===== src/hw/rtl/srv_pkg.sv =====
// shared types and fixed-point constants for the refraction pipeline
// no dependencies; every other file of the block imports this package

package srv_pkg;

   localparam int FRAC_BITS = 16;
   localparam int FW        = 20;
   localparam int ONE       = 1 << FRAC_BITS;
   localparam int HALF      = 1 << (FRAC_BITS - 1);

   localparam int COS_W   = FRAC_BITS + 1;
   localparam int PROD_W  = 2 * FW;
   localparam int SUM_W   = 2 * FW + 2;
   localparam int DOT_W   = 2 * FRAC_BITS + 2;
   localparam int NUM_W   = 2 * FRAC_BITS + 1;
   localparam int ETA_W   = 31;
   localparam int EE_W    = 2 * ETA_W;
   localparam int CC_W    = 2 * COS_W;
   localparam int E2_W    = 2 * FRAC_BITS + 2;
   localparam int EC_W    = ETA_W + COS_W;
   localparam int ECR_W   = EC_W - FRAC_BITS;
   localparam int CF_W    = ECR_W + 1;
   localparam int P_W     = E2_W + COS_W;
   localparam int PR_W    = P_W - FRAC_BITS;
   localparam int ROOT_W  = FRAC_BITS + 1;
   localparam int SQ_IN_W = 2 * ROOT_W;
   localparam int REM_W   = ROOT_W + 2;
   localparam int PA_W    = ETA_W + 1 + FW;
   localparam int PB_W    = FW + CF_W;
   localparam int OS_W    = FW + CF_W + 1;
   localparam int OR_W    = OS_W - FRAC_BITS;

   typedef logic signed [FW-1:0] comp_type;

   typedef struct packed {
      logic signed [FW-1:0] incident_x;
      logic signed [FW-1:0] incident_y;
      logic signed [FW-1:0] incident_z;
      logic signed [FW-1:0] normal_x;
      logic signed [FW-1:0] normal_y;
      logic signed [FW-1:0] normal_z;
      logic [FW-1:0]        material_index;
   } req_type;

   typedef struct packed {
      logic signed [FW-1:0] refracted_x;
      logic signed [FW-1:0] refracted_y;
      logic signed [FW-1:0] refracted_z;
      logic                 total_reflection;
   } rsp_type;

   typedef struct packed {
      comp_type [2:0]   iv;
      comp_type [2:0]   nv;
      logic [FW-1:0]    idx;
      logic             interior;
      logic [COS_W-1:0] cosi;
   } geo_type;

   typedef struct packed {
      geo_type          geo;
      logic [NUM_W-1:0] quo;
   } quo_type;

   typedef struct packed {
      comp_type [2:0]   iv;
      comp_type [2:0]   nv;
      logic             interior;
      logic [ETA_W-1:0] eta;
      logic [ECR_W-1:0] ecr;
      logic             tir;
      logic [COS_W-1:0] kv;
   } kval_type;

   typedef struct packed {
      kval_type          kval;
      logic [ROOT_W-1:0] root;
   } root_type;

endpackage


===== src/hw/rtl/srv_front.sv =====
// front stages: component products, dot product clamp, inside test and cosine
// depends on srv_pkg

module srv_front import srv_pkg::*; (
   input  logic    clock,
   input  logic    reset,
   input  logic    in_valid,
   output logic    in_stall,
   input  req_type in_data,
   output logic    out_valid,
   input  logic    out_stall,
   output geo_type out_data
);

   localparam int S = 3;
   localparam logic signed [SUM_W-1:0] DotMax =
      {{(SUM_W - 2 * FRAC_BITS - 1){1'b0}}, 1'b1, {(2 * FRAC_BITS){1'b0}}};
   localparam logic signed [SUM_W-1:0] DotMin = -DotMax;

   logic [S-1:0] v_ff;
   logic en;
   logic signed [PROD_W-1:0] prod_ff[3];
   logic signed [PROD_W-1:0] prod_in[3];
   logic signed [SUM_W-1:0] sum_in;
   logic signed [DOT_W-1:0] dot_ff, dot_in;
   logic [DOT_W-1:0] mag, rnd;
   geo_type g0_ff, g0_in, g1_ff, g2_ff, g2_in;

   assign en        = !v_ff[S-1] || !out_stall;
   assign in_stall  = !en;
   assign out_valid = v_ff[S-1];
   assign out_data  = g2_ff;

   always_comb begin
      g0_in = '0;
      g0_in.iv[0] = in_data.incident_x;
      g0_in.iv[1] = in_data.incident_y;
      g0_in.iv[2] = in_data.incident_z;
      g0_in.nv[0] = in_data.normal_x;
      g0_in.nv[1] = in_data.normal_y;
      g0_in.nv[2] = in_data.normal_z;
      g0_in.idx = (in_data.material_index == '0) ? FW'(1) : in_data.material_index;
      prod_in[0] = in_data.incident_x * in_data.normal_x;
      prod_in[1] = in_data.incident_y * in_data.normal_y;
      prod_in[2] = in_data.incident_z * in_data.normal_z;

      sum_in = SUM_W'(prod_ff[0]) + SUM_W'(prod_ff[1]) + SUM_W'(prod_ff[2]);
      if (sum_in > DotMax) begin
         dot_in = DotMax[DOT_W-1:0];
      end else if (sum_in < DotMin) begin
         dot_in = DotMin[DOT_W-1:0];
      end else begin
         dot_in = sum_in[DOT_W-1:0];
      end

      mag = dot_ff[DOT_W-1] ? DOT_W'(-dot_ff) : DOT_W'(dot_ff);
      rnd = mag + DOT_W'(HALF);
      g2_in = g1_ff;
      g2_in.interior = (dot_ff > 0);
      g2_in.cosi = rnd[FRAC_BITS +: COS_W];
   end

   always_ff @(posedge clock) begin
      if (reset) begin
         v_ff <= '0;
      end else if (en) begin
         v_ff <= {v_ff[S-2:0], in_valid};
      end
   end

   always_ff @(posedge clock) begin
      if (en) begin
         for (int j = 0; j < 3; j++) begin
            prod_ff[j] <= prod_in[j];
         end
         g0_ff  <= g0_in;
         dot_ff <= dot_in;
         g1_ff  <= g0_ff;
         g2_ff  <= g2_in;
      end
   end

endmodule


===== config.mk =====
export PLATFORM = sky130hd
export DESIGN_NAME = srv_front
export DESIGN_NICKNAME = d
export VERILOG_FILES = /design/src/hw/rtl/srv_pkg.sv /design/src/hw/rtl/srv_front.sv
export SDC_FILE = /design/constraint.sdc
export NUM_CORES = 2
export LEC_CHECK = 0
export ABC_AREA = 1
export BUFFER_PORTS_ARGS = -buffer_cell sky130_fd_sc_hd__buf_2
export CAP_MARGIN = 5
export CORE_UTILIZATION = 60
export DETAILED_ROUTE_END_ITERATION = 12
export PLACE_DENSITY_LB_ADDON = 0.15
export SYNTH_ARGS = -nofsm -noshare
export SYNTH_HDL_FRONTEND = slang
export SYNTH_SLANG_ARGS = --single-unit

===== constraint.sdc =====
create_clock -name clock -period 23.4 [get_ports clock]
set_input_delay 2.34 -clock clock [delete_from_list [all_inputs] [get_ports clock]]
set_output_delay 2.34 -clock clock [all_outputs]
set_load 0.01 [all_outputs]

==> results.md <==
- Run status: finished, final reports clean
- First-pass GRT wire length: 254.2 mm
- Crit Path Category: in2reg
- Area share of the largest cell type after synthesis: 37.31%
- Clock root buffer: clkbuf_16
- Flip-flop and latch count after synthesis: 595
- CP arrival: 9.09 ns
- Drt total wl: 154.9 mm
- Synthesized-area fraction occupied by adder cells: 43.80%
- Final global-route overflow total: 0
- Met3 track utilization from global routing: 4.261%
- Antenna violations before repair: 2
- Chip Height: 343.1 um
- Clock-pin transition on the worst setup and hold timing paths: 0.06 ns
- Final-layout fill cell count: 9497
- Post-CTS Hold Fix Bufs: 0
- Critical path startpoint category: input port
- Area grow syn2layout: 6.408%
- Final cycle utilization of the critical path: 37.10%
- Number of synthesized flops with an enable pin: 592
- Worst Setup Slack post-DPL: 14.02 ns
- Cell area after layout: 0.07428 mm^2
- TritonCTS buffer count: 61
- Count of input and output buffers: 303
- Fraction of final layout cells sized beyond drive strength 1: 6.382%
- Crit path top cell by count: fa_1
- Final Setup Violations: 0
- Final period demand of the worst path: 8.681 ns
- Synthesized instance count: 7396
- Fraction of the mapped netlist area in compound gates: 2.823%
- Placement Rows: 124
- Largest net degree at the start of global routing: 161
- Critical path required time: 23.81 ns
- Total of cells resized after clock tree synthesis: 0
- Max-slew headroom at the worst pin: 35.35%
- Final WS setup: 14.72 ns
- Post-CTS setup repair buffer count: 0
- Maximum fanout encountered on the critical timing path: 21
- Final HPWL from detailed placement: 126.4 mm
- TritonCTS clock tree: done
- Core area: 0.1148 mm^2
- Number of maximum-capacitance violations: 0
- Sequential fraction of the synthesis area: 25.55%
- Antenna Diode Count: 0
- Residual antenna-violating net count after detailed routing: 0
- Post-synthesis simple-gate area fraction: 12.17%
- Latest clock arrival within the worst-skew pair: 0.69 ns
- Number of detailed-route iterations in the first pass: 6
- Most heavily used metal layer in global routing: met2
- Horizontal die dimension: 343.1 um
- Ports placed on the boundary: 304
- Number of pins with negative max-slew slack in the final report: 0
- Number of levels the H-tree was split into: 2
- Full die area: 0.1177 mm^2
- Detailed router's first-iteration violation count: 2623
- Setup repair after global routing missed its margin: no
- DR vias: 46770
- Standard cell with the maximum stage delay on the critical path: fa_1
- Delay contributed by the slowest stage of the critical path: 0.66 ns
- Flip-flop cell with the highest count after synthesis: edfxtp_1
- Met1 layer usage reported by global route: 38.45%
- Final Hold Fails: 0
- Endpoint type of the worst setup path: register
- Final #Nets: 9314
- Fraction of met2 tracks used by global routing: 45.10%
- TritonCTS Sinks: 595
- Drt drc: 0
- Syn Nets: 9203
- Max Root-Sink Buffers: 3
- Setup clock skew after layout: 0.03203 ns
- Post-synthesis instance area: 0.06980 mm^2
- Area taken by flip-flops and latches: 0.01784 mm^2
- Total Routing Usage GR: 27.50%
- Dominant combinational cell family by area after synthesis: adder cells
- Multiplexer fraction of the synthesized cell area: 0%
- Routed len/inst: 17.09 um
- Number of global-route vias before repair: 48830
- Cell area reported after detailed placement: 0.07228 mm^2
- Type of the tightest min-delay check: reg2reg
- Per-cell via count in the routed design: 5.160
- Number of distinct library cells after synthesis: 44
- Average size of a mapped cell: 9.438 um^2
- Transition at the pin with the smallest max-transition slack: 0.9697 ns
- Post-Synth XOR/XNOR Area: 2.309%
- Setup TNS: 0 ns
- Synth async-reset ratio: 0%
- Top post-synthesis cells by area: fa_1, edfxtp_1, inv_1
- Area leader, netlist: fa_1
- Global placer's final weighted congestion: 0.9476
- YS warnings: 0
- Achievable clock frequency: 115.2 MHz
- Starting utilization of the core area: 60.80%
- Worst hold slack after final layout: 0.3869 ns
- Multi-input combinational cell area: 0.04266 mm^2
[cell families after synthesis]
logic type                 Yosys count
DFF                                595
adders and majority gates         1663
xor gates and xnor gates           184
AOI/OAI and AO/OA                  350
and+or+nand+nor                   2129
buffers and inverters             2475
[worst paths after layout]
| path | startpoint | endpoint | slack [ns] | depth (start not counted) |
|---|---|---|---|---|
| min reg2reg | g0_ff[53] | g1_ff[53] | 0.39 | 0 |
| max | in_data[62] | prod_ff[0][38] | 14.72 | 25 |
| min | g0_ff[53] | g1_ff[53] | 0.39 | 0 |
| max reg2reg | v_ff[2] | out_data[97] | 18.29 | 6 |
[registers in the layout (all words and copies together) (netlist names)]
register  flops
out_data    158
g0_ff       140
g1_ff       140
prod_ff     120
dot_ff       34
v_ff          3
[cell usage in the layout, fill, tap and decap left out, types with 5 or more instances in the layout]
cell / netlist / routed
inv_1: 2207 / 2207
nand2_1: 1641 / 1640
fa_1: 1301 / 1301
edfxtp_1: 592 / 592
ha_1: 362 / 362
buf_2: 0 / 303
nor2_1: 245 / 245
a21oi_1: 171 / 171
xor2_1: 119 / 119
nand3_1: 97 / 97
o21ai_0: 79 / 79
xnor2_1: 65 / 65
clkbuf_16: 0 / 61
nor2_2: 33 / 33
nand4_1: 28 / 28
a31oi_1: 24 / 24
nor3_1: 20 / 20
or2_2: 16 / 16
o21bai_1: 14 / 14
nor4_1: 14 / 14
clkinv_2: 0 / 13
a21o_1: 12 / 12
o21a_1: 10 / 10
o21ai_1: 10 / 10
nand2_2: 10 / 10
nand3b_1: 8 / 8
clkbuf_1: 260 / 8
buf_4: 1 / 8
clkinvlp_4: 0 / 6
a221oi_1: 5 / 5
o221ai_1: 5 / 5
clkinv_1: 0 / 5
inv_8: 0 / 5
[routing by layer]
metal / up-vias / wire length [um]
met5: - / 0
met4: 0 / 4230
met3: 255 / 9815
met2: 1395 / 74360
met1: 23450 / 66480
li1: 21680 / -
[critical path: cells and delay by family]
kind                     cells  cell delay, ns
AO/OA/AOI/OAI                1            0.09
XOR/XNOR                     1            0.11
buffers and inverters        7            0.91
AND/OR/NAND/NOR              8            1.34
adder cells (fa/ha/maj)      8            4.25
[metrics by stage]
stage	utilization, %	instances
2_1_floorplan	-	7396
3_3_place_gp	62.96	8956
3_5_place_dp	62.96	8956
4_1_cts	64.69	9065
5_1_grt	64.69	9065
6_report	64.69	9065
[Yosys cell counts, types with 5 or more instances]
master    count
o221ai_1      5
xor2_1      119
a21oi_1     171
o21bai_1     14
nand2_2      10
nor3_1       20
nor2_1      245
or2_2        16
nand3b_1      8
a21o_1       12
o21ai_1      10
clkbuf_1    260
o21a_1       10
fa_1       1301
nand2_1    1641
nand3_1      97
inv_1      2207
a221oi_1      5
edfxtp_1    592
nor4_1       14
ha_1        362
nor2_2       33
xnor2_1      65
nand4_1      28
a31oi_1      24
o21ai_0      79
[area by class of cell]
type	instances	area share (%)
multi-input combinational	4326	57.43
tap	1512	2.547
clock inverter	40	0.5896
clock buffer	69	2.096
timing repair buffer	312	2.149
inverter	2211	11.17
sequential	595	24.01
Power is left out: the tool's default activity adds up to more than one toggle a clock period on the data nets, which glitch-free logic cannot reach.
