[config.mk]
export PLATFORM = sky130hd
export DESIGN_NAME = srv_sqrt
export DESIGN_NICKNAME = d
export VERILOG_FILES = /design/src/hw/rtl/srv_pkg.sv /design/src/hw/rtl/srv_sqrt.sv
export SDC_FILE = /design/constraint.sdc
export NUM_CORES = 2
export LEC_CHECK = 0
export ABC_CLOCK_PERIOD_IN_PS = 139000
export BUFFER_PORTS_ARGS = -buffer_cell sky130_fd_sc_hd__clkbuf_2
export CAP_MARGIN = 20
export CORE_UTILIZATION = 61
export DETAILED_ROUTE_END_ITERATION = 7
export PLACE_DENSITY_LB_ADDON = 0.08
export SLEW_MARGIN = 40
export SYNTH_ARGS = -nofsm -noshare
export SYNTH_HDL_FRONTEND = slang
export SYNTH_MEMORY_MAX_BITS = 65536
export SYNTH_SLANG_ARGS = --single-unit
[constraint.sdc]
create_clock -name clock -period 139 [get_ports clock]
set_input_delay 20.85 -clock clock [delete_from_list [all_inputs] [get_ports clock]]
set_output_delay 20.85 -clock clock [all_outputs]
set_load 0.005 [all_outputs]
[src/hw/rtl/srv_pkg.sv]
// shared types and fixed-point constants for the refraction pipeline
// no dependencies; every other file of the block imports this package

package srv_pkg;

   localparam int FRAC_BITS = 16;
   localparam int FW        = 20;
   localparam int ONE       = 1 << FRAC_BITS;
   localparam int HALF      = 1 << (FRAC_BITS - 1);

   localparam int COS_W   = FRAC_BITS + 1;
   localparam int PROD_W  = 2 * FW;
   localparam int SUM_W   = 2 * FW + 2;
   localparam int DOT_W   = 2 * FRAC_BITS + 2;
   localparam int NUM_W   = 2 * FRAC_BITS + 1;
   localparam int ETA_W   = 31;
   localparam int EE_W    = 2 * ETA_W;
   localparam int CC_W    = 2 * COS_W;
   localparam int E2_W    = 2 * FRAC_BITS + 2;
   localparam int EC_W    = ETA_W + COS_W;
   localparam int ECR_W   = EC_W - FRAC_BITS;
   localparam int CF_W    = ECR_W + 1;
   localparam int P_W     = E2_W + COS_W;
   localparam int PR_W    = P_W - FRAC_BITS;
   localparam int ROOT_W  = FRAC_BITS + 1;
   localparam int SQ_IN_W = 2 * ROOT_W;
   localparam int REM_W   = ROOT_W + 2;
   localparam int PA_W    = ETA_W + 1 + FW;
   localparam int PB_W    = FW + CF_W;
   localparam int OS_W    = FW + CF_W + 1;
   localparam int OR_W    = OS_W - FRAC_BITS;

   typedef logic signed [FW-1:0] comp_type;

   typedef struct packed {
      logic signed [FW-1:0] incident_x;
      logic signed [FW-1:0] incident_y;
      logic signed [FW-1:0] incident_z;
      logic signed [FW-1:0] normal_x;
      logic signed [FW-1:0] normal_y;
      logic signed [FW-1:0] normal_z;
      logic [FW-1:0]        material_index;
   } req_type;

   typedef struct packed {
      logic signed [FW-1:0] refracted_x;
      logic signed [FW-1:0] refracted_y;
      logic signed [FW-1:0] refracted_z;
      logic                 total_reflection;
   } rsp_type;

   typedef struct packed {
      comp_type [2:0]   iv;
      comp_type [2:0]   nv;
      logic [FW-1:0]    idx;
      logic             interior;
      logic [COS_W-1:0] cosi;
   } geo_type;

   typedef struct packed {
      geo_type          geo;
      logic [NUM_W-1:0] quo;
   } quo_type;

   typedef struct packed {
      comp_type [2:0]   iv;
      comp_type [2:0]   nv;
      logic             interior;
      logic [ETA_W-1:0] eta;
      logic [ECR_W-1:0] ecr;
      logic             tir;
      logic [COS_W-1:0] kv;
   } kval_type;

   typedef struct packed {
      kval_type          kval;
      logic [ROOT_W-1:0] root;
   } root_type;

endpackage

[src/hw/rtl/srv_sqrt.sv]
// pipelined digit-by-digit integer square root of k, one root bit a stage
// depends on srv_pkg

module srv_sqrt import srv_pkg::*; (
   input  logic     clock,
   input  logic     reset,
   input  logic     in_valid,
   output logic     in_stall,
   input  kval_type in_data,
   output logic     out_valid,
   input  logic     out_stall,
   output root_type out_data
);

   localparam int S = ROOT_W;

   logic [S-1:0] v_ff;
   logic en;
   logic [REM_W-1:0] rem_ff[S];
   logic [REM_W-1:0] rem_in[S];
   logic [REM_W-1:0] rem_src[S];
   logic [ROOT_W-1:0] root_ff[S];
   logic [ROOT_W-1:0] root_in[S];
   logic [ROOT_W-1:0] root_src[S];
   logic [SQ_IN_W-1:0] rad_ff[S];
   logic [SQ_IN_W-1:0] rad_in[S];
   logic [SQ_IN_W-1:0] rad_src[S];
   logic [REM_W+1:0] cur[S];
   logic [REM_W+1:0] trial[S];
   logic [REM_W+1:0] left[S];
   kval_type kv_ff[S];

   assign en        = !v_ff[S-1] || !out_stall;
   assign in_stall  = !en;
   assign out_valid = v_ff[S-1];
   assign out_data  = '{kval: kv_ff[S-1], root: root_ff[S-1]};

   always_comb begin
      rem_src[0]  = '0;
      root_src[0] = '0;
      rad_src[0]  = SQ_IN_W'({in_data.kv, {FRAC_BITS{1'b0}}});
      for (int i = 1; i < S; i++) begin
         rem_src[i]  = rem_ff[i-1];
         root_src[i] = root_ff[i-1];
         rad_src[i]  = rad_ff[i-1];
      end
      for (int i = 0; i < S; i++) begin
         cur[i]   = {rem_src[i], rad_src[i][SQ_IN_W-1 -: 2]};
         trial[i] = {2'b00, root_src[i], 2'b01};
         left[i]  = cur[i] - trial[i];
         rad_in[i] = {rad_src[i][SQ_IN_W-3:0], 2'b00};
         if (cur[i] >= trial[i]) begin
            rem_in[i]  = left[i][REM_W-1:0];
            root_in[i] = {root_src[i][ROOT_W-2:0], 1'b1};
         end else begin
            rem_in[i]  = cur[i][REM_W-1:0];
            root_in[i] = {root_src[i][ROOT_W-2:0], 1'b0};
         end
      end
   end

   always_ff @(posedge clock) begin
      if (reset) begin
         v_ff <= '0;
      end else if (en) begin
         v_ff <= {v_ff[S-2:0], in_valid};
      end
   end

   always_ff @(posedge clock) begin
      if (en) begin
         kv_ff[0] <= in_data;
         for (int i = 1; i < S; i++) begin
            kv_ff[i] <= kv_ff[i-1];
         end
         for (int i = 0; i < S; i++) begin
            rem_ff[i]  <= rem_in[i];
            root_ff[i] <= root_in[i];
            rad_ff[i]  <= rad_in[i];
         end
      end
   end

endmodule

==> results.sh <==
export IMPL_status="finished, final reports clean"
export IMPL_postSynthCellCount=5710
export IMPL_drt_wl_total_um=153000
export IMPL_synth_most_common_cell="edfxtp_1"
export IMPL_dp_hpwl_um=87700
export IMPL_hold_class="reg -> reg"
export IMPL_reg2reg_to="kv_ff[0][830]$_DFFE_PN_"
export IMPL_fp_dieArea_um2=212000
export IMPL_wl_met1_um=67800
export IMPL_finalClockSkew_ps=66.6
export IMPL_vias=48037
export IMPL_crit_top_cell="clkbuf_2"
export IMPL_p_seq_share_pct=57.2
export IMPL_grt_pass1_wl_um=242000
export IMPL_syn_nets=6078
export IMPL_max_vdd_ir_drop_v=0.0000152
export IMPL_routedWlPerCell_um=16.3
export IMPL_grt_pass1_vias=46934
export IMPL_placed_area_um2=133000
export IMPL_fin_util_pct=69.5
export IMPL_rr_startpoint="v_ff[16]$_SDFFE_PP0N_"
export IMPL_powerDensity_nw_per_um2=16.9
export IMPL_first_iter_violations=3277
export IMPL_finalCritPeriodShare_pct=31.0
export IMPL_seq_area_um2=116000
export IMPL_max_slew_margin_pct=44.1
export IMPL_netSwitchingPower_mw=0.469
export IMPL_numCtsBuffers=379
export IMPL_synth_top_cell_by_area="edfxtp_1"
export IMPL_finalMaxSlewViolations=0
export IMPL_end_kind="output pin"
export IMPL_path_cells="clkbuf_2 > nand2_4 > clkinv_1 > clkbuf_2"
export IMPL_ff2ff_path_depth=8
export IMPL_instances_no_fill=9407
export IMPL_p_total_mw=2.44
export IMPL_drc=0
export IMPL_synthArstFlopShare_pct=0
export IMPL_drive_above_1_share_pct=16.1
export IMPL_whs_path_depth=0
export IMPL_grtUsageTotal_pct=14.5
export IMPL_rows=167
export IMPL_cp_top_family="buffers and inverters"
export IMPL_core_um2=208000
export IMPL_yosysTopAreaCellShare_pct=90.1
export IMPL_drtAntennaViolNets=0
export IMPL_ys_warn_count=0
export IMPL_wl_met3_um=6500
export IMPL_hp_start="kv_ff[0][2550]$_DFFE_PN_"
export IMPL_sw_frac_of_total_pct=19.2
export IMPL_rsz0062_at_grt="no"
export IMPL_critPathBufInv=3
export IMPL_cts_max_path_buffers=4
export IMPL_synth_ff_type="edfxtp_1"
export IMPL_comb_power_share_pct=3.4
export IMPL_arrival_ps=22260
export IMPL_synthesis_area_um2=128000
export IMPL_crit_path_start="out_stall"
export IMPL_fin_area_um2=144000
export IMPL_insertion_delay_ps=970
export IMPL_synthSimpleGateAreaFrac_pct=2.23
export IMPL_wl_met2_um=74300
export IMPL_synth_top_family_by_area="simple AND/OR/NAND/NOR gates"
export IMPL_fin_hold_ws_ps=351
export IMPL_min_period_ps=43110
export IMPL_critPathKind="in -> out"
export IMPL_synth_cell_types=86
export IMPL_hold_viol=0
export IMPL_pre_cts_ws_ps=95850
export IMPL_placed_cells=8731
export IMPL_fin_setup_tns_ps=0
export IMPL_synth_seq_cells=3858
export IMPL_crit_fanout=49
export IMPL_min_to="kv_ff[0][2752]$_DFFE_PN_"
export IMPL_cts_hold_buffers=0
export IMPL_syn_area_per_cell_um2=22.4
export IMPL_finalSetupViolCount=0
export IMPL_synth_area_top_cells="edfxtp_1 90%, ha_1 1.5%, buf_4 1.3%, xnor2_1 0.70%, inv_1 0.61%"
export IMPL_fin_nets=6692
export IMPL_synth_compound_area_share_pct=2.16
export IMPL_synth_xor_area_share_pct=1.25
export IMPL_max_stage_delay_ps=580
export IMPL_p_clk_share_pct=39.4
export IMPL_worst_pin_slew_ps=837
export IMPL_synth_common_cells="3841 x edfxtp_1, 219 x buf_4, 208 x inv_1, 170 x nor2_1, 155 x ha_1"
export IMPL_synth_edf_count=3841
export IMPL_crit_path_start_kind="primary input"
export IMPL_ff2ff_setup_slack_ps=133240
export IMPL_die_y_um=460
export IMPL_multi_input_area_um2=9770
export IMPL_cts_tree="built"
export IMPL_required_ps=118150
export IMPL_ctsResizeCount=0
export IMPL_internal_power_mw=1.97
export IMPL_antenna_found_initial=13
export IMPL_path_clk_slew_ps=60
export IMPL_pin_count=427
export IMPL_die_w_um=460
export IMPL_leakagePower_nw=53.8
export IMPL_gp_congestion=0.830
export IMPL_synthMuxAreaShare_pct=0.352
export IMPL_cts_setup_buffers=0
export IMPL_grt_max_degree=121
export IMPL_syn2layout_area_growth_pct=12.8
export IMPL_top_layer_used="met4"
export IMPL_htreeDepth=5
export IMPL_cts_sinks=3858
export IMPL_viasPerCell=5.11
export IMPL_cap_violations=0
export IMPL_yosysSeqAreaShare_pct=90.4
export IMPL_fill_cells=12588
export IMPL_firstDrtPassIters=6
export IMPL_grt_ovfl_total=0
export IMPL_slowest_stage="clkinv_1"
export IMPL_start_util_pct=61.6
export IMPL_synthAdderAreaFrac_pct=1.62
export IMPL_port_buffers=426
export IMPL_cts_root_buffer_cell="clkbuf_16"
export IMPL_setup_ws_ps=95890
export IMPL_max_freq_mhz=23.2
per-layer routing:
metal	track usage [%]	vias up
li1	-	23301
met1	19.7	23376
met2	23.1	967
met3	2.94	393
met4	5.93	0
met5	0	-
flip-flops by register name, indices dropped and copies added (netlist names):
signal and count:
root_ff 136, kv_ff 3434, v_ff 17, rem_ff 271
cell type report:
type	count	share of cell area (%)
antenna	6	0.0104
clock buffer	450	6.78
clock inverter	220	1.41
inverter	209	0.543
multi-input combinational	1395	6.77
sequential	3858	80.1
tap	2788	2.42
timing repair buffer	481	1.97
logic make-up (layout without fill, tap and decap cells):
group / after synthesis / in the layout
simple gates: 572 / 572
compound gates: 436 / 436
buf+inv: 457 / 1360
other cells: 1 / 7
xor+xnor: 183 / 183
mux: 41 / 41
flops: 3858 / 3858
fa+ha+maj: 162 / 162
power groups by stage:
| stage | clock, mW | sequential (mW) | combinational (mW) |
|---|---|---|---|
| 4_1_cts | 0.992 | 1.40 | 0.0836 |
| 2_1_floorplan | 0 | 1.41 | 0.0668 |
| 3_5_place_dp | 0 | 1.42 | 0.0830 |
| 3_3_place_gp | 0 | 1.42 | 0.0796 |
| 5_1_grt | 1.04 | 1.40 | 0.0929 |
| 6_report | 0.961 | 1.40 | 0.0833 |
layout by cell type (no fill, tap or decap), types with 28 or more instances in the layout:
cell	Yosys	final
clkinv_2	0	72
a21o_1	28	28
o21ai_0	91	91
inv_1	208	208
o21a_1	40	40
xor2_1	81	81
buf_6	1	28
clkinv_1	1	84
bufinv_16	0	36
ha_1	155	155
nand2_1	145	144
edfxtp_1	3841	3841
xnor2_1	102	102
clkbuf_16	0	381
mux2_2	32	32
clkbuf_2	0	426
a21oi_1	146	146
nor2_1	170	169
clkbuf_1	19	69
nor3_1	47	47
worst max path at each step:
stage                            endpoint  slack (ps)  depth (start not counted)
floorplan           kv_ff[0][0]$_DFFE_PN_        9080                          2
global placement                 in_stall       95950                          4
detailed placement               in_stall       95850                          4
CTS                              in_stall       95860                          4
global route                     in_stall       95740                          4
finish                           in_stall       95890                          4
Note: power is estimated with default switching activity, not from simulation.
